File: config.mk
export PLATFORM = sky130hd
export DESIGN_NAME = dle_framed_packet_deframer
export DESIGN_NICKNAME = d
export VERILOG_FILES = /design/src/sv/dle_pkg.sv /design/src/sv/dle_framed_packet_deframer.sv
export SDC_FILE = /design/constraint.sdc
export NUM_CORES = 1
export LEC_CHECK = 0
export BUFFER_PORTS_ARGS = -buffer_cell sky130_fd_sc_hd__buf_2
export CORE_ASPECT_RATIO = 0.7
export CORE_MARGIN = 2
export CORE_UTILIZATION = 45
export CTS_CLUSTER_DIAMETER = 30
export DETAILED_ROUTE_END_ITERATION = 12
export MAX_ROUTING_LAYER = met4
export PLACE_DENSITY = 0.74
export SLEW_MARGIN = 20
export SYNTH_ARGS = -nofsm -noshare
export SYNTH_HDL_FRONTEND = slang
export SYNTH_SLANG_ARGS = --single-unit
File: constraint.sdc
create_clock -name clock -period 9 [get_ports clock]
set_input_delay 0.45 -clock clock [delete_from_list [all_inputs] [get_ports clock]]
set_output_delay 0.45 -clock clock [all_outputs]
set_load 0.03 [all_outputs]
File: src/sv/dle_pkg.sv
// Shared types, codes and default values for the DLE framed packet deframer.
// Depends on nothing; used by dle_framed_packet_deframer.
package dle_pkg;

   localparam int HEADER_BYTES_DEF = 6;
   localparam int RECORD_BYTES_DEF = 256;
   localparam int FLAGS_INDEX_DEF  = 3;

   localparam int BYTE_W  = 8;
   localparam int POS_W   = 9;
   localparam int SUM_W   = 10;
   localparam int KIND_W  = 2;
   localparam int ERR_W   = 3;
   localparam int CSR_IDX_W = 3;

   typedef enum logic [1:0] {
      MODE_IDLE      = 2'd0,
      MODE_IDLE_ESC  = 2'd1,
      MODE_FRAME     = 2'd2,
      MODE_FRAME_ESC = 2'd3
   } mode_type;

   typedef enum logic [KIND_W-1:0] {
      KIND_BYTE  = 2'd0,
      KIND_END   = 2'd1,
      KIND_ERROR = 2'd2
   } kind_type;

   typedef enum logic [ERR_W-1:0] {
      ERR_NONE         = 3'd0,
      ERR_SHORT_HEADER = 3'd1,
      ERR_BAD_ESCAPE   = 3'd2,
      ERR_SIZE_LIMIT   = 3'd3,
      ERR_OVERFLOW     = 3'd4,
      ERR_OVERLENGTH   = 3'd5
   } err_type;

   // Configuration register indexes.
   localparam logic [CSR_IDX_W-1:0] CSR_DLE_CODE    = 3'd0;
   localparam logic [CSR_IDX_W-1:0] CSR_STX_CODE    = 3'd1;
   localparam logic [CSR_IDX_W-1:0] CSR_ETX_CODE    = 3'd2;
   localparam logic [CSR_IDX_W-1:0] CSR_MAX_PAYLOAD = 3'd3;
   localparam logic [CSR_IDX_W-1:0] CSR_FOOTER_MASK = 3'd4;

   localparam logic [BYTE_W-1:0] DLE_CODE_RST    = 8'd16;
   localparam logic [BYTE_W-1:0] STX_CODE_RST    = 8'd2;
   localparam logic [BYTE_W-1:0] ETX_CODE_RST    = 8'd3;
   localparam logic [BYTE_W-1:0] MAX_PAYLOAD_RST = 8'd128;
   localparam logic [BYTE_W-1:0] FOOTER_MASK_RST = 8'd0;

   typedef struct packed {
      kind_type          kind;
      logic [BYTE_W-1:0] byte_value;
      logic [BYTE_W-1:0] byte_index;
      err_type           error_code;
      logic [POS_W-1:0]  frame_length;
   } rsp_type;

endpackage

File: src/sv/dle_framed_packet_deframer.sv
// DLE/STX/ETX framed packet deframer with byte unstuffing, top level.
// Depends on dle_pkg for codes, types and register defaults.
//
// Usage:
// - req channel: one raw received byte per transaction (req_valid, req_stall,
//   req_rx_byte). The parser state is updated in the cycle the byte is taken.
// - rsp channel: at most one result per input byte: a stored byte with its
//   record index, a good frame end, or a frame error with its code.
// - csr port: csr_write_en, csr_index, csr_write_data write one of the five
//   8-bit registers (escape, start, end codes, payload limit, footer mask).
//   Write only while the block is idle.
// - A result is registered in the output register, or in the skid register.
// - Throughput: one byte per cycle while req_stall is low; the parser step
//   is one pass of compare and 10-bit add logic before the result register.
// - A two-entry output (result register plus skid register) lets the block
//   keep taking bytes while one result waits. req_stall rises only when both
//   entries hold results and the receiver stalls.
// - Reset (synchronous, active high) returns the parser to idle hunting for
//   the escape/start pair, clears the frame counters, empties the output and
//   loads the register defaults.
module dle_framed_packet_deframer #(
   parameter int HEADER_BYTES = dle_pkg::HEADER_BYTES_DEF,
   parameter int RECORD_BYTES = dle_pkg::RECORD_BYTES_DEF,
   parameter int FLAGS_INDEX  = dle_pkg::FLAGS_INDEX_DEF
) (
   input  logic                          clock,
   input  logic                          reset,
   input  logic                          req_valid,
   output logic                          req_stall,
   input  logic [dle_pkg::BYTE_W-1:0]    req_rx_byte,
   output logic                          rsp_valid,
   input  logic                          rsp_stall,
   output logic [dle_pkg::KIND_W-1:0]    rsp_kind,
   output logic [dle_pkg::BYTE_W-1:0]    rsp_byte_value,
   output logic [dle_pkg::BYTE_W-1:0]    rsp_byte_index,
   output logic [dle_pkg::ERR_W-1:0]     rsp_error_code,
   output logic [dle_pkg::POS_W-1:0]     rsp_frame_length,
   input  logic                          csr_write_en,
   input  logic [dle_pkg::CSR_IDX_W-1:0] csr_index,
   input  logic [dle_pkg::BYTE_W-1:0]    csr_write_data
);

   localparam logic [dle_pkg::POS_W-1:0] HDR_POS   = dle_pkg::POS_W'(HEADER_BYTES);
   localparam logic [dle_pkg::POS_W-1:0] HDR_LAST  = dle_pkg::POS_W'(HEADER_BYTES - 1);
   localparam logic [dle_pkg::POS_W-1:0] REC_POS   = dle_pkg::POS_W'(RECORD_BYTES);
   localparam logic [dle_pkg::POS_W-1:0] FLAGS_POS = dle_pkg::POS_W'(FLAGS_INDEX);
   localparam logic [dle_pkg::SUM_W-1:0] HDR_SUM   = dle_pkg::SUM_W'(HEADER_BYTES);

   // Configuration registers.
   logic [dle_pkg::BYTE_W-1:0] dle_code_ff, stx_code_ff, etx_code_ff;
   logic [dle_pkg::BYTE_W-1:0] max_payload_ff, footer_mask_ff;

   // Parser state.
   dle_pkg::mode_type          mode_ff, mode_in;
   logic [dle_pkg::POS_W-1:0]  wpos_ff, wpos_in;
   logic [dle_pkg::BYTE_W-1:0] payload_len_ff, payload_len_in;
   logic [dle_pkg::POS_W-1:0]  stored_cnt_ff, stored_cnt_in;
   logic [dle_pkg::BYTE_W-1:0] flags_ff, flags_in;

   // Output register and skid register.
   logic             rsp_valid_ff, rsp_valid_in;
   dle_pkg::rsp_type rsp_data_ff, rsp_data_in;
   logic             skid_valid_ff, skid_valid_in;
   dle_pkg::rsp_type skid_data_ff, skid_data_in;

   logic             req_accept;
   logic             new_valid;
   dle_pkg::rsp_type new_data;

   // Store path intermediates.
   logic [dle_pkg::BYTE_W-1:0] st_payload_len, st_flags;
   logic [dle_pkg::POS_W-1:0]  st_wpos_inc, st_stored_inc;
   logic [dle_pkg::SUM_W-1:0]  footer_base, payload_end;

   assign req_stall  = skid_valid_ff;
   assign req_accept = req_valid && !skid_valid_ff;

   always_ff @(posedge clock) begin
      if (reset) begin
         dle_code_ff    <= dle_pkg::DLE_CODE_RST;
         stx_code_ff    <= dle_pkg::STX_CODE_RST;
         etx_code_ff    <= dle_pkg::ETX_CODE_RST;
         max_payload_ff <= dle_pkg::MAX_PAYLOAD_RST;
         footer_mask_ff <= dle_pkg::FOOTER_MASK_RST;
      end else if (csr_write_en) begin
         case (csr_index)
            dle_pkg::CSR_DLE_CODE:    dle_code_ff    <= csr_write_data;
            dle_pkg::CSR_STX_CODE:    stx_code_ff    <= csr_write_data;
            dle_pkg::CSR_ETX_CODE:    etx_code_ff    <= csr_write_data;
            dle_pkg::CSR_MAX_PAYLOAD: max_payload_ff <= csr_write_data;
            dle_pkg::CSR_FOOTER_MASK: footer_mask_ff <= csr_write_data;
            default: ;
         endcase
      end
   end

   always_ff @(posedge clock) begin
      if (reset) begin
         mode_ff        <= dle_pkg::MODE_IDLE;
         wpos_ff        <= '0;
         payload_len_ff <= '0;
         stored_cnt_ff  <= '0;
         flags_ff       <= '0;
      end else if (req_accept) begin
         mode_ff        <= mode_in;
         wpos_ff        <= wpos_in;
         payload_len_ff <= payload_len_in;
         stored_cnt_ff  <= stored_cnt_in;
         flags_ff       <= flags_in;
      end
   end

   // Header and counter updates that a stored byte would make.
   always_comb begin
      st_payload_len = (wpos_ff == HDR_LAST) ? req_rx_byte : payload_len_ff;
      st_flags       = (wpos_ff == FLAGS_POS) ? req_rx_byte : flags_ff;
      st_wpos_inc    = wpos_ff + 1'b1;
      st_stored_inc  = stored_cnt_ff + 1'b1;
      footer_base    = HDR_SUM + dle_pkg::SUM_W'(max_payload_ff);
      payload_end    = HDR_SUM + dle_pkg::SUM_W'(st_payload_len);
   end

   always_comb begin
      logic do_store;
      logic finish;
      dle_pkg::err_type err;

      do_store       = 1'b0;
      finish         = 1'b0;
      err            = dle_pkg::ERR_NONE;
      mode_in        = mode_ff;
      wpos_in        = wpos_ff;
      payload_len_in = payload_len_ff;
      stored_cnt_in  = stored_cnt_ff;
      flags_in       = flags_ff;
      new_valid      = 1'b0;

      case (mode_ff)
         dle_pkg::MODE_IDLE: begin
            if (req_rx_byte == dle_code_ff) begin
               mode_in = dle_pkg::MODE_IDLE_ESC;
            end
         end
         dle_pkg::MODE_IDLE_ESC: begin
            if (req_rx_byte == stx_code_ff) begin
               mode_in        = dle_pkg::MODE_FRAME;
               wpos_in        = '0;
               payload_len_in = '0;
               stored_cnt_in  = '0;
               flags_in       = '0;
            end else begin
               mode_in = dle_pkg::MODE_IDLE;
            end
         end
         dle_pkg::MODE_FRAME: begin
            if (req_rx_byte == dle_code_ff) begin
               mode_in = dle_pkg::MODE_FRAME_ESC;
            end else begin
               do_store = 1'b1;
            end
         end
         dle_pkg::MODE_FRAME_ESC: begin
            if (req_rx_byte == etx_code_ff) begin
               finish = 1'b1;
               err    = (wpos_ff < HDR_POS) ? dle_pkg::ERR_SHORT_HEADER : dle_pkg::ERR_NONE;
            end else if (req_rx_byte != dle_code_ff) begin
               finish = 1'b1;
               err    = dle_pkg::ERR_BAD_ESCAPE;
            end else begin
               mode_in  = dle_pkg::MODE_FRAME;
               do_store = 1'b1;
            end
         end
         default: mode_in = dle_pkg::MODE_IDLE;
      endcase

      if (do_store) begin
         if (wpos_ff >= REC_POS) begin
            finish = 1'b1;
            err    = dle_pkg::ERR_OVERFLOW;
         end else begin
            payload_len_in = st_payload_len;
            flags_in       = st_flags;
            wpos_in        = st_wpos_inc;
            if (st_wpos_inc == HDR_POS && st_payload_len > max_payload_ff) begin
               finish = 1'b1;
               err    = dle_pkg::ERR_SIZE_LIMIT;
            end else begin
               // Once the payload is complete, jump to the footer area.
               if (st_wpos_inc >= HDR_POS
                   && dle_pkg::SUM_W'(st_wpos_inc) == payload_end) begin
                  wpos_in = dle_pkg::POS_W'(footer_base);
               end
               stored_cnt_in = st_stored_inc;
               if (dle_pkg::SUM_W'(st_stored_inc) > footer_base
                   && (st_flags & footer_mask_ff) == '0) begin
                  finish = 1'b1;
                  err    = dle_pkg::ERR_OVERLENGTH;
               end else begin
                  new_valid = 1'b1;
               end
            end
         end
      end

      if (finish) begin
         mode_in   = dle_pkg::MODE_IDLE;
         new_valid = 1'b1;
      end

      new_data.frame_length = stored_cnt_in;
      if (finish) begin
         new_data.kind       = (err == dle_pkg::ERR_NONE) ? dle_pkg::KIND_END
                                                          : dle_pkg::KIND_ERROR;
         new_data.byte_value = '0;
         new_data.byte_index = '0;
         new_data.error_code = err;
      end else begin
         new_data.kind       = dle_pkg::KIND_BYTE;
         new_data.byte_value = req_rx_byte;
         new_data.byte_index = wpos_ff[dle_pkg::BYTE_W-1:0];
         new_data.error_code = dle_pkg::ERR_NONE;
      end
   end

   // Output register with a skid entry behind it.
   always_comb begin
      logic slot_free;
      slot_free     = !rsp_valid_ff || !rsp_stall;
      rsp_valid_in  = rsp_valid_ff;
      rsp_data_in   = rsp_data_ff;
      skid_valid_in = skid_valid_ff;
      skid_data_in  = skid_data_ff;
      if (skid_valid_ff) begin
         if (slot_free) begin
            rsp_valid_in  = 1'b1;
            rsp_data_in   = skid_data_ff;
            skid_valid_in = 1'b0;
         end
      end else if (req_accept && new_valid) begin
         if (slot_free) begin
            rsp_valid_in = 1'b1;
            rsp_data_in  = new_data;
         end else begin
            skid_valid_in = 1'b1;
            skid_data_in  = new_data;
         end
      end else if (slot_free) begin
         rsp_valid_in = 1'b0;
      end
   end

   always_ff @(posedge clock) begin
      if (reset) begin
         rsp_valid_ff  <= 1'b0;
         skid_valid_ff <= 1'b0;
      end else begin
         rsp_valid_ff  <= rsp_valid_in;
         skid_valid_ff <= skid_valid_in;
      end
   end

   always_ff @(posedge clock) begin
      rsp_data_ff  <= rsp_data_in;
      skid_data_ff <= skid_data_in;
   end

   assign rsp_valid        = rsp_valid_ff;
   assign rsp_kind         = rsp_data_ff.kind;
   assign rsp_byte_value   = rsp_data_ff.byte_value;
   assign rsp_byte_index   = rsp_data_ff.byte_index;
   assign rsp_error_code   = rsp_data_ff.error_code;
   assign rsp_frame_length = rsp_data_ff.frame_length;

endmodule

==> results of run 1 <==
-- state kept, by name, summed over array words and instances, names as in the netlist --
name and count:
rsp_byte_value 8, rsp_frame_length 9, footer_mask_ff 8, flags_ff 8, payload_len_ff 8, skid_data_ff 30
rsp_kind 2, rsp_valid 1, max_payload_ff 8, etx_code_ff 8, req_stall 1, wpos_ff 9
stx_code_ff 8, mode_ff 2, rsp_error_code 3, stored_cnt_ff 9, dle_code_ff 8, rsp_byte_index 8
-- cells in the mapped netlist (3+ instances only) --
cell type  instances  area, um2
o211ai_1           7       52.6
a22o_1             9       78.8
or2_2              4       25.0
mux2i_1           13        130
inv_1             24       90.1
a22oi_1           11       82.6
o21a_1             7       52.6
a32oi_1            6       52.6
mux2_2            35        394
nand2_1           92        345
edfxtp_1          60       1800
xnor2_1           29        254
dfxtp_1           78       1560
xor2_1            18        158
a211oi_1           4       30.0
and2_1             8       50.1
nor2_1            65        244
nand3_1           24        120
clkbuf_1          30        113
buf_2             13       65.1
nor3_1            21        105
nor4_1             5       31.3
a21oi_1           47        235
nor2b_1           25        156
o31ai_1            5       37.5
a2bb2oi_1          4       35.0
nand2b_1           8       50.1
and3_1             7       43.8
a211o_1            3       26.3
ha_1              22        275
nand3b_1           5       37.5
or3_1              3       18.8
o21ai_0           16       80.1
nand4_1            7       43.8
-- metal layers --
| metal | track usage | vias to the layer above |
|---|---|---|
| met3 | 0.0602 | 27 |
| met1 | 0.322 | 2839 |
| li1 | - | 2833 |
| met5 | - | - |
| met4 | 0.0685 | 0 |
| met2 | 0.332 | 228 |
-- area by class of cell --
type                    instances  area, um2  share of cell area
clock buffers                  23        499              0.0596
inverters                      24       90.1              0.0108
flip-flops and latches        138       3360               0.402
clock inverters                 9       86.3              0.0103
well taps                     225        282              0.0336
multi-input cells             559       3740               0.446
repair buffers                 60        313              0.0374
-- critical path: cells and delay by family, from the launching register on --
kind	cells	cell delay, ns
and+or+nand+nor	5	1.62
muxes	3	1.07
adders and majority gates	2	0.56
DFF	1	0.47
AOI/OAI and AO/OA	3	0.37
buffers and inverters	2	0.25
-- cells by family (layout without fill, tap and decap cells) --
group | after synthesis | after routing | synth area share
buffers and inverters | 68 | 116 | 0.0369
adder cells (fa/ha/maj) | 22 | 22 | 0.0374
multiplexers | 50 | 50 | 0.0750
AND/OR/NAND/NOR | 291 | 291 | 0.198
XOR/XNOR | 47 | 47 | 0.0560
flip-flops | 138 | 138 | 0.457
AO/OA/AOI/OAI | 149 | 149 | 0.139
-- cells in the final DEF (no fill, tap or decap), types with 3 or more instances in the layout --
cell,n
nand2_1,92
dfxtp_1,78
nor2_1,65
edfxtp_1,60
buf_2,55
a21oi_1,46
mux2_2,35
xnor2_1,29
nor2b_1,25
nand3_1,24
inv_1,24
ha_1,22
nor3_1,21
xor2_1,18
clkbuf_16,18
o21ai_0,16
mux2i_1,13
a22oi_1,11
a22o_1,9
nand2b_1,8
and2_1,8
and3_1,7
o211ai_1,7
o21a_1,7
nand4_1,7
a32oi_1,6
nand3b_1,5
nor4_1,5
o31ai_1,5
buf_4,5
a211oi_1,4
or2_2,4
a2bb2oi_1,4
or3_1,3
a211o_1,3
clkbuf_8,3
clkinv_2,3
clkinv_4,3
-- metrics by stage --
stage          std cells  setup WS [ns]
2_1_floorplan        765           4.16
3_3_place_gp        1006           4.69
3_5_place_dp        1006           4.53
4_1_cts             1038           4.52
5_1_grt             1038           4.14
6_report            1038           4.43
-- worst max path at each step --
stage	from	to	slack, ns	depth (start not counted)
2_1_floorplan	req_rx_byte[0]	skid_data_ff[0]$_DFFE_PP_	4.16	6
3_3_place_gp	wpos_ff[1]$_SDFFE_PP0P_	wpos_ff[7]$_SDFFE_PP0P_	4.69	15
3_5_place_dp	wpos_ff[1]$_SDFFE_PP0P_	rsp_frame_length[3]$_DFFE_PP_	4.53	15
4_1_cts	wpos_ff[1]$_SDFFE_PP0P_	rsp_frame_length[3]$_DFFE_PP_	4.52	15
5_1_grt	wpos_ff[1]$_SDFFE_PP0P_	rsp_byte_value[5]$_DFFE_PP_	4.14	16
6_report	wpos_ff[1]$_SDFFE_PP0P_	rsp_frame_length[3]$_DFFE_PP_	4.43	15
-- power groups by stage --
stage               combinational, mW  clock [mW]  sequential [mW]
floorplan                      0.0494           0            0.674
global placement               0.0724           0            0.676
detailed placement             0.0739           0            0.676
CTS                            0.0745       0.701            0.662
global route                   0.0821       0.727            0.663
finish                         0.0751       0.690            0.663
==> results by stage, run 1 <==
STA:
- At the pin with the least slew margin, the transition time is 0.981 ns.
- The number of endpoints failing setup at the final stage is 0.
- Headroom to the max-slew limit came out at 0.344.
- Across the routed clock network, the largest skew measured is 0.0104 ns.
- Static timing analysis puts the maximum clock frequency at 219 MHz.
- The share of the clock period used by the worst path is 0.508.
- The final setup TNS is 0 ns.
- The final count of pins violating max slew is 0.
- The number of endpoints with negative hold slack in the final report is 0.
- Counting I/O delays and the setup requirement, the final critical path takes 4.57 ns.
- The post-route worst hold slack is 0.331 ns.
- Setup repair after global routing left no endpoint under its margin.

Global route:
- The overall overflow remaining after global route is 0.
- Entering global routing, the biggest net connects 78 pins.
- The wire length of the first global-routing pass is 30300 um.
- The global router's overall resource usage is 0.232.
- The initial antenna violation count was 0.
- The number of global-route vias before repair is 5556.

Routing:
- The routed metal-1 wirelength is 8770 um.
- The first routing iteration left 579 violations.
- For this block, the routed nets add up to 18800 um of wire.
- The detail route stage leaves a number of antenna-violating nets equal to 0.
- The length of the first detailed-routing pass in iterations is 5.
- The number of remaining DRC errors is 0.
- The routed length on met3 is 1390 um.
- In the detailed route, the total length drawn on met2 is 8380 um.
- The routed layout has 5927 vias.
- Using the TritonRoute via totals, the vias-per-cell ratio works out to 5.71.
- In this run the top signal layer used is met4.
- The wire length per cell is 18.1 um.

Worst setup path:
- Walking the worst path, the cells encountered are inv_1 -> ha_1 -> and4bb_2 -> nand2_1 -> mux2i_1 -> inv_1 -> ha_1 -> o21ai_0 -> a21oi_1 -> nor2_1 -> o21ai_0 -> and3_1 -> nand2b_1 -> mux2_2 -> mux2_2.
- The worst setup path is captured at a flop.
- The data arrival at the endpoint of the critical path is 4.76 ns.
- The kind of start point of the critical path is a flop.
- The launch instance of the worst register-to-register path is wpos_ff[1]$_SDFFE_PP0P_.
- The critical path is of the flop to flop type.
- The data required time at the worst endpoint is 9.19 ns.
- For this design, the slowest cell found on the critical path is nand2b_1.
- The setup slack of the most critical reg-to-reg path is 4.43 ns.
- For the worst flop-to-flop path, the logic depth is 15.
- The delay contributed by the slowest stage of the critical path is 0.63 ns.
- The maximum fanout encountered on the critical timing path is 18.
- The worst flop-to-flop path endpoint is rsp_frame_length[3]$_DFFE_PP_.

Logic synthesis:
- The synthesized netlist cell count is 765.
- Of the synthesized area, sequential elements account for 0.457.
- The number of synthesized flops with an enable pin is 60.
- The number of synthesized register bits is 138.
- Of all flip-flops after synthesis, the portion carrying an async set or reset was 0.
- The mean instance size in the synthesized netlist is 9.61 um2.
- For this run, the number of Yosys warnings is 0.
- The number of nets produced by synthesis is 811.
- The number of different library cells used by synthesis comes to 71.
- The dominant synthesized flop cell is dfxtp_1.
- Summing every instance area after synthesis gives 7350 um2.

Clock network:
- After clock tree synthesis, the flow added hold-fix buffers numbering 0.
- The later pin in the worst-skew pair is clocked with a latency of 0.43 ns.
- The maximum clock insertion buffer count is 2.
- The clock tree from TritonCTS is yes.
- Gates resized during post-CTS repair numbered 0.
- After clock tree synthesis, the clock-pin slew on the worst setup and hold paths is 0.06 ns.
- After clock tree synthesis, the setup repair step added 0 buffers.
- The buffer type at the clock tree root is clkbuf_16.
- The TritonCTS buffer count is 17.
- The clock drives 138 sinks.
- The H-tree was split into 4 levels.

Run status:
- The run finished with clean final reports.

Power:
- The part of the power in registers is 0.464.
- In this run the power spent charging and discharging nets is 0.324 mW.
- The part of the total power dissipated in the clock network is 0.483.
- Across the VDD grid, the largest voltage drop is 127 uV.
- The power density of the placed cells is 171 nW/um2.
- Of the total power, the share spent switching nets is 0.227.
- The design draws 1.43 mW.
- In this run the static leakage power is 3.26 nW.
- The internal cell power is 1.10 mW.
- The fraction of power consumed by combinational cells is 0.053.

Finish:
- Compared with the post-synthesis result, the final layout area differs by 13.8%.
- In the final layout, the share of cells above drive strength 1 is 0.177.
- The final standard cell utilization of the core is 0.518.
- The repair_antennas step left the layout with diodes totalling 0.
- The count of filler cells inserted in the layout is 1458.
- The cell area after layout is 8370 um2.
- The net count reported at finish is 846.

Min path:
- The worst min-delay path class is input pin to flop.
- The worst hold path terminates at stx_code_ff[0]$_SDFFE_PP0P_.
- In this run the most critical hold path is launched from csr_write_data[0].
- The count of cells along the worst hold path is 3.

Floorplanning:
- From bottom edge to top edge, the die measures 111 um.
- The number of cell rows is 39.
- 56 I/O pins were placed.
- The starting utilization of the core area is 0.455.
- In this run the horizontal extent of the chip is 157 um.
- The total area inside the core boundary comes to 16200 um2.
- The full die area is 17400 um2.

Place:
- Buffers placed on the I/O ports in this run total 55.
- Routability-driven placement finished with a final weighted congestion of 0.966.
- The placed cell area is 7780 um2.
- The half-perimeter wire length after detailed placement is 12900 um.

Flow run:
- Across the run, the number of max-cap violations was 0.
No activity file was read; power rests on OpenSTA's default activity.
==> inputs of run 2 (changes only) <==
==> constraint.sdc (replaced) <==
create_clock -name clock -period 4.3 [get_ports clock]
set_input_delay 0.215 -clock clock [delete_from_list [all_inputs] [get_ports clock]]
set_output_delay 0.215 -clock clock [all_outputs]
set_load 0.03 [all_outputs]
==> run 2 against run 1 <==
Worst setup slack got worse by 4.1 ns. Routed wire length grew 1.5%. Critical path depth did not move. Clock skew fell by 0.0038 ns. Via count is 0.83% higher. Total power is 110% higher. Combinational power is 110% higher. Sequential power increased by 110%. Count of clock-buffer cells in the layout grew 1. Worst hold slack got worse by 0.25 ns. Sequential share of layout area shrank 0.85 points. Flip-flop and latch count is the same. Largest power group unchanged.
==> results by stage, run 2 (synthesis results as in run 1) <==
Run status:
- The flow ran to the end, and the final reports show no timing, DRC or antenna violations.

Power:
- The static leakage is 3.36 nW.
- The power density of the placed cells is 347 nW/um2.
- The total power after layout is 2.97 mW.
- The worst IR drop on VDD is 263 uV.

Finish:
- The cell area after layout is 8550 um2.
- The final standard cell utilization of the core is 0.530.
- In the final layout, the share of cells above drive strength 1 is 0.202.
- The area growth from synthesis to final layout is 16.3%.
- In the layout the commonest cells are 92 x nand2_1, 77 x dfxtp_1, 65 x nor2_1.
- The sequential cells in the finished layout cover a total of 3360 um2.
- The register with the most flip-flops in the layout has 30 of them.
- The final cell count without fillers is 1060.
- Summing all multi-input logic gate instances after layout gives 3760 um2.
- The final antenna diode count is 0.
- The library cell used most frequently in the layout, excluding fill and tap cells, is nand2_1.
- The largest register by flop count is skid_data_ff.
- The net count reported at finish is 868.
- The layout has 1457 filler cells.

STA:
- Setup repair after global routing left no endpoint under its margin.
- The maximum achievable frequency is 251 MHz.
- The post-route worst hold slack is 0.0807 ns.
- The share of the clock period used by the worst path is 0.927.
- The tightest slew margin relative to the limit is 0.318.
- The number of endpoints with negative hold slack in the final report was 0.
- Counting I/O delays and the setup requirement, the final critical path takes 3.99 ns.
- For the pin with the worst max-slew slack, the measured transition is 1.02 ns.
- The post-layout worst setup margin is 0.312 ns.
- The post-route clock skew is 0.00666 ns.
- Setup violations remaining at the end of the flow were counted as 0.
- The final count of pins violating max slew is 0.
- The final setup TNS is 0 ns.

Floorplanning:
- For this configuration, the core starts out at a cell density of 0.455.
- The vertical extent of the die is 111 um.
- The floorplan has 39 rows.
- The full die area is 17400 um2.
- In this run the standard cell core region covers 16200 um2.
- The die extent in x is 157 um.
- For this design the top-level I/O count stands at 56.

Place:
- Timing analysis after detailed placement gives a worst setup slack of -0.0219 ns.
- The number of buffers added on ports is 55.
- The number of instances in the placed design is 1028.
- The placed cell area is 7970 um2.
- The congestion estimate from routability-driven global placement came to 0.994.
- The HPWL after detailed placement is 13000 um.

Worst setup path:
- The critical path endpoint category is a flop.
- Walking the worst path, the cells encountered are inv_1 -> ha_1 -> and4bb_2 -> nand2_1 -> mux2_2 -> ha_1 -> a21o_1 -> a21o_1 -> a21oi_1 -> o21ai_0 -> and3_1 -> or2_1 -> o31a_4 -> buf_4 -> o31ai_1.
- The kind of start point of the critical path is a flop.
- Among cell families on the critical path, the largest total delay comes from compound AO/OA/AOI/OAI gates.
- The number of cells on the worst reg-to-reg path is 15.
- The master of the slowest instance on the critical path is o31a_4.
- STA puts the critical path data required time at 4.53 ns.
- The critical path is of the flop to flop type.
- For this run, the slowest stage of the critical path takes 0.39 ns.
- Of all nets on the critical path, the largest fanout is 18.
- The number of buffers and inverters on the critical path is 2.
- Data arrives at the worst endpoint at 4.22 ns.
- Counting buffers and inverters, the worst setup path is 15 cells deep.
- Across all register-to-register paths, the minimum setup slack is 0.31 ns.

Global route:
- The largest net degree at the start of global routing is 41.
- The number of global-route vias before repair is 5575.
- For this run, the total global-route usage over all layers was measured as 0.235.
- The overall overflow remaining after global route is 0.
- The initial antenna violation count is 0.
- The first global-routing pass estimated 30500 um of wire.

Clock network:
- The later-pin clock latency in the skew report is 0.44 ns.
- The total setup buffers inserted after CTS is 0.
- Buffers inserted to repair hold after CTS numbered 0.
- The post-cts resize count is 1.
- The clock tree from TritonCTS is yes.
- Clock tree synthesis inserted a total of 17 buffers.
- The buffer type at the clock tree root is clkbuf_16.
- CTS built an H-tree with a depth of 4.
- After clock tree synthesis, the clock-pin slew on the worst setup and hold paths is 0.06 ns.
- Counting along the longest clock path gives a buffer depth of 2.
- The TritonCTS sink count is 138.

Routing:
- The number of nets with antenna violations after routing is 0.
- The first detailed-routing pass ran for 7 iterations.
- The number of remaining DRC errors is 0.
- After the first detailed-routing iteration, the DRC count stood at 609.
- After detailed routing, the number of vias per cell comes to 5.64.
- The via count is 5976.
- The wire length per cell is 18.0 um.
- The routed design has 19100 um of wire.

Min path:
- The worst min-delay path class is input pin to flop.
- The worst hold path passes through 3 cells.

Flow run:
- The reported max-cap violation count is 0.
## run 2: metal layers
metal | vias to the layer above | part of all wire | track usage | wire (um)
met5 | - | 0 | - | 0
met4 | 0 | 0.014 | 0.0642 | 261
met3 | 21 | 0.066 | 0.0496 | 1260
met2 | 204 | 0.43 | 0.326 | 8160
met1 | 2886 | 0.49 | 0.345 | 9420
li1 | 2865 | - | - | -
## run 2: final timing paths
kind,start,end
min,csr_write_data[7],dle_code_ff[7]$_SDFFE_PP0P_
max reg2reg,wpos_ff[1]$_SDFFE_PP0P_,rsp_byte_index[1]$_DFFE_PP_
max,wpos_ff[1]$_SDFFE_PP0P_,rsp_byte_index[1]$_DFFE_PP_
min reg2reg,payload_len_ff[7]$_SDFFE_PP0P_,payload_len_ff[7]$_SDFFE_PP0P_
## run 2: worst register-to-register path: stages (launching register included)
cell and delay (ns):
dfxtp_2 0.38, inv_1 0.09, ha_1 0.23, and4bb_2 0.29, nand2_1 0.18, mux2_2 0.38
ha_1 0.29, a21o_1 0.16, a21o_1 0.16, a21oi_1 0.18, o21ai_0 0.11, and3_1 0.22
or2_1 0.28, o31a_4 0.39, buf_4 0.18, o31ai_1 0.26
## run 2: area by class of cell
class,instances,share of cell area
clock buffers,24,0.0600
clock inverters,8,0.00658
inverters,24,0.0105
multi-input cells,559,0.439
flip-flops and latches,138,0.393
well taps,225,0.0329
repair buffers,82,0.0573
## run 2: where the power goes
part	internal [mW]	switching [mW]	leakage [nW]
registers	1.37	0.0118	1.21
clock network	0.836	0.583	0.283
logic	0.0593	0.101	1.87
total	2.27	0.696	3.36
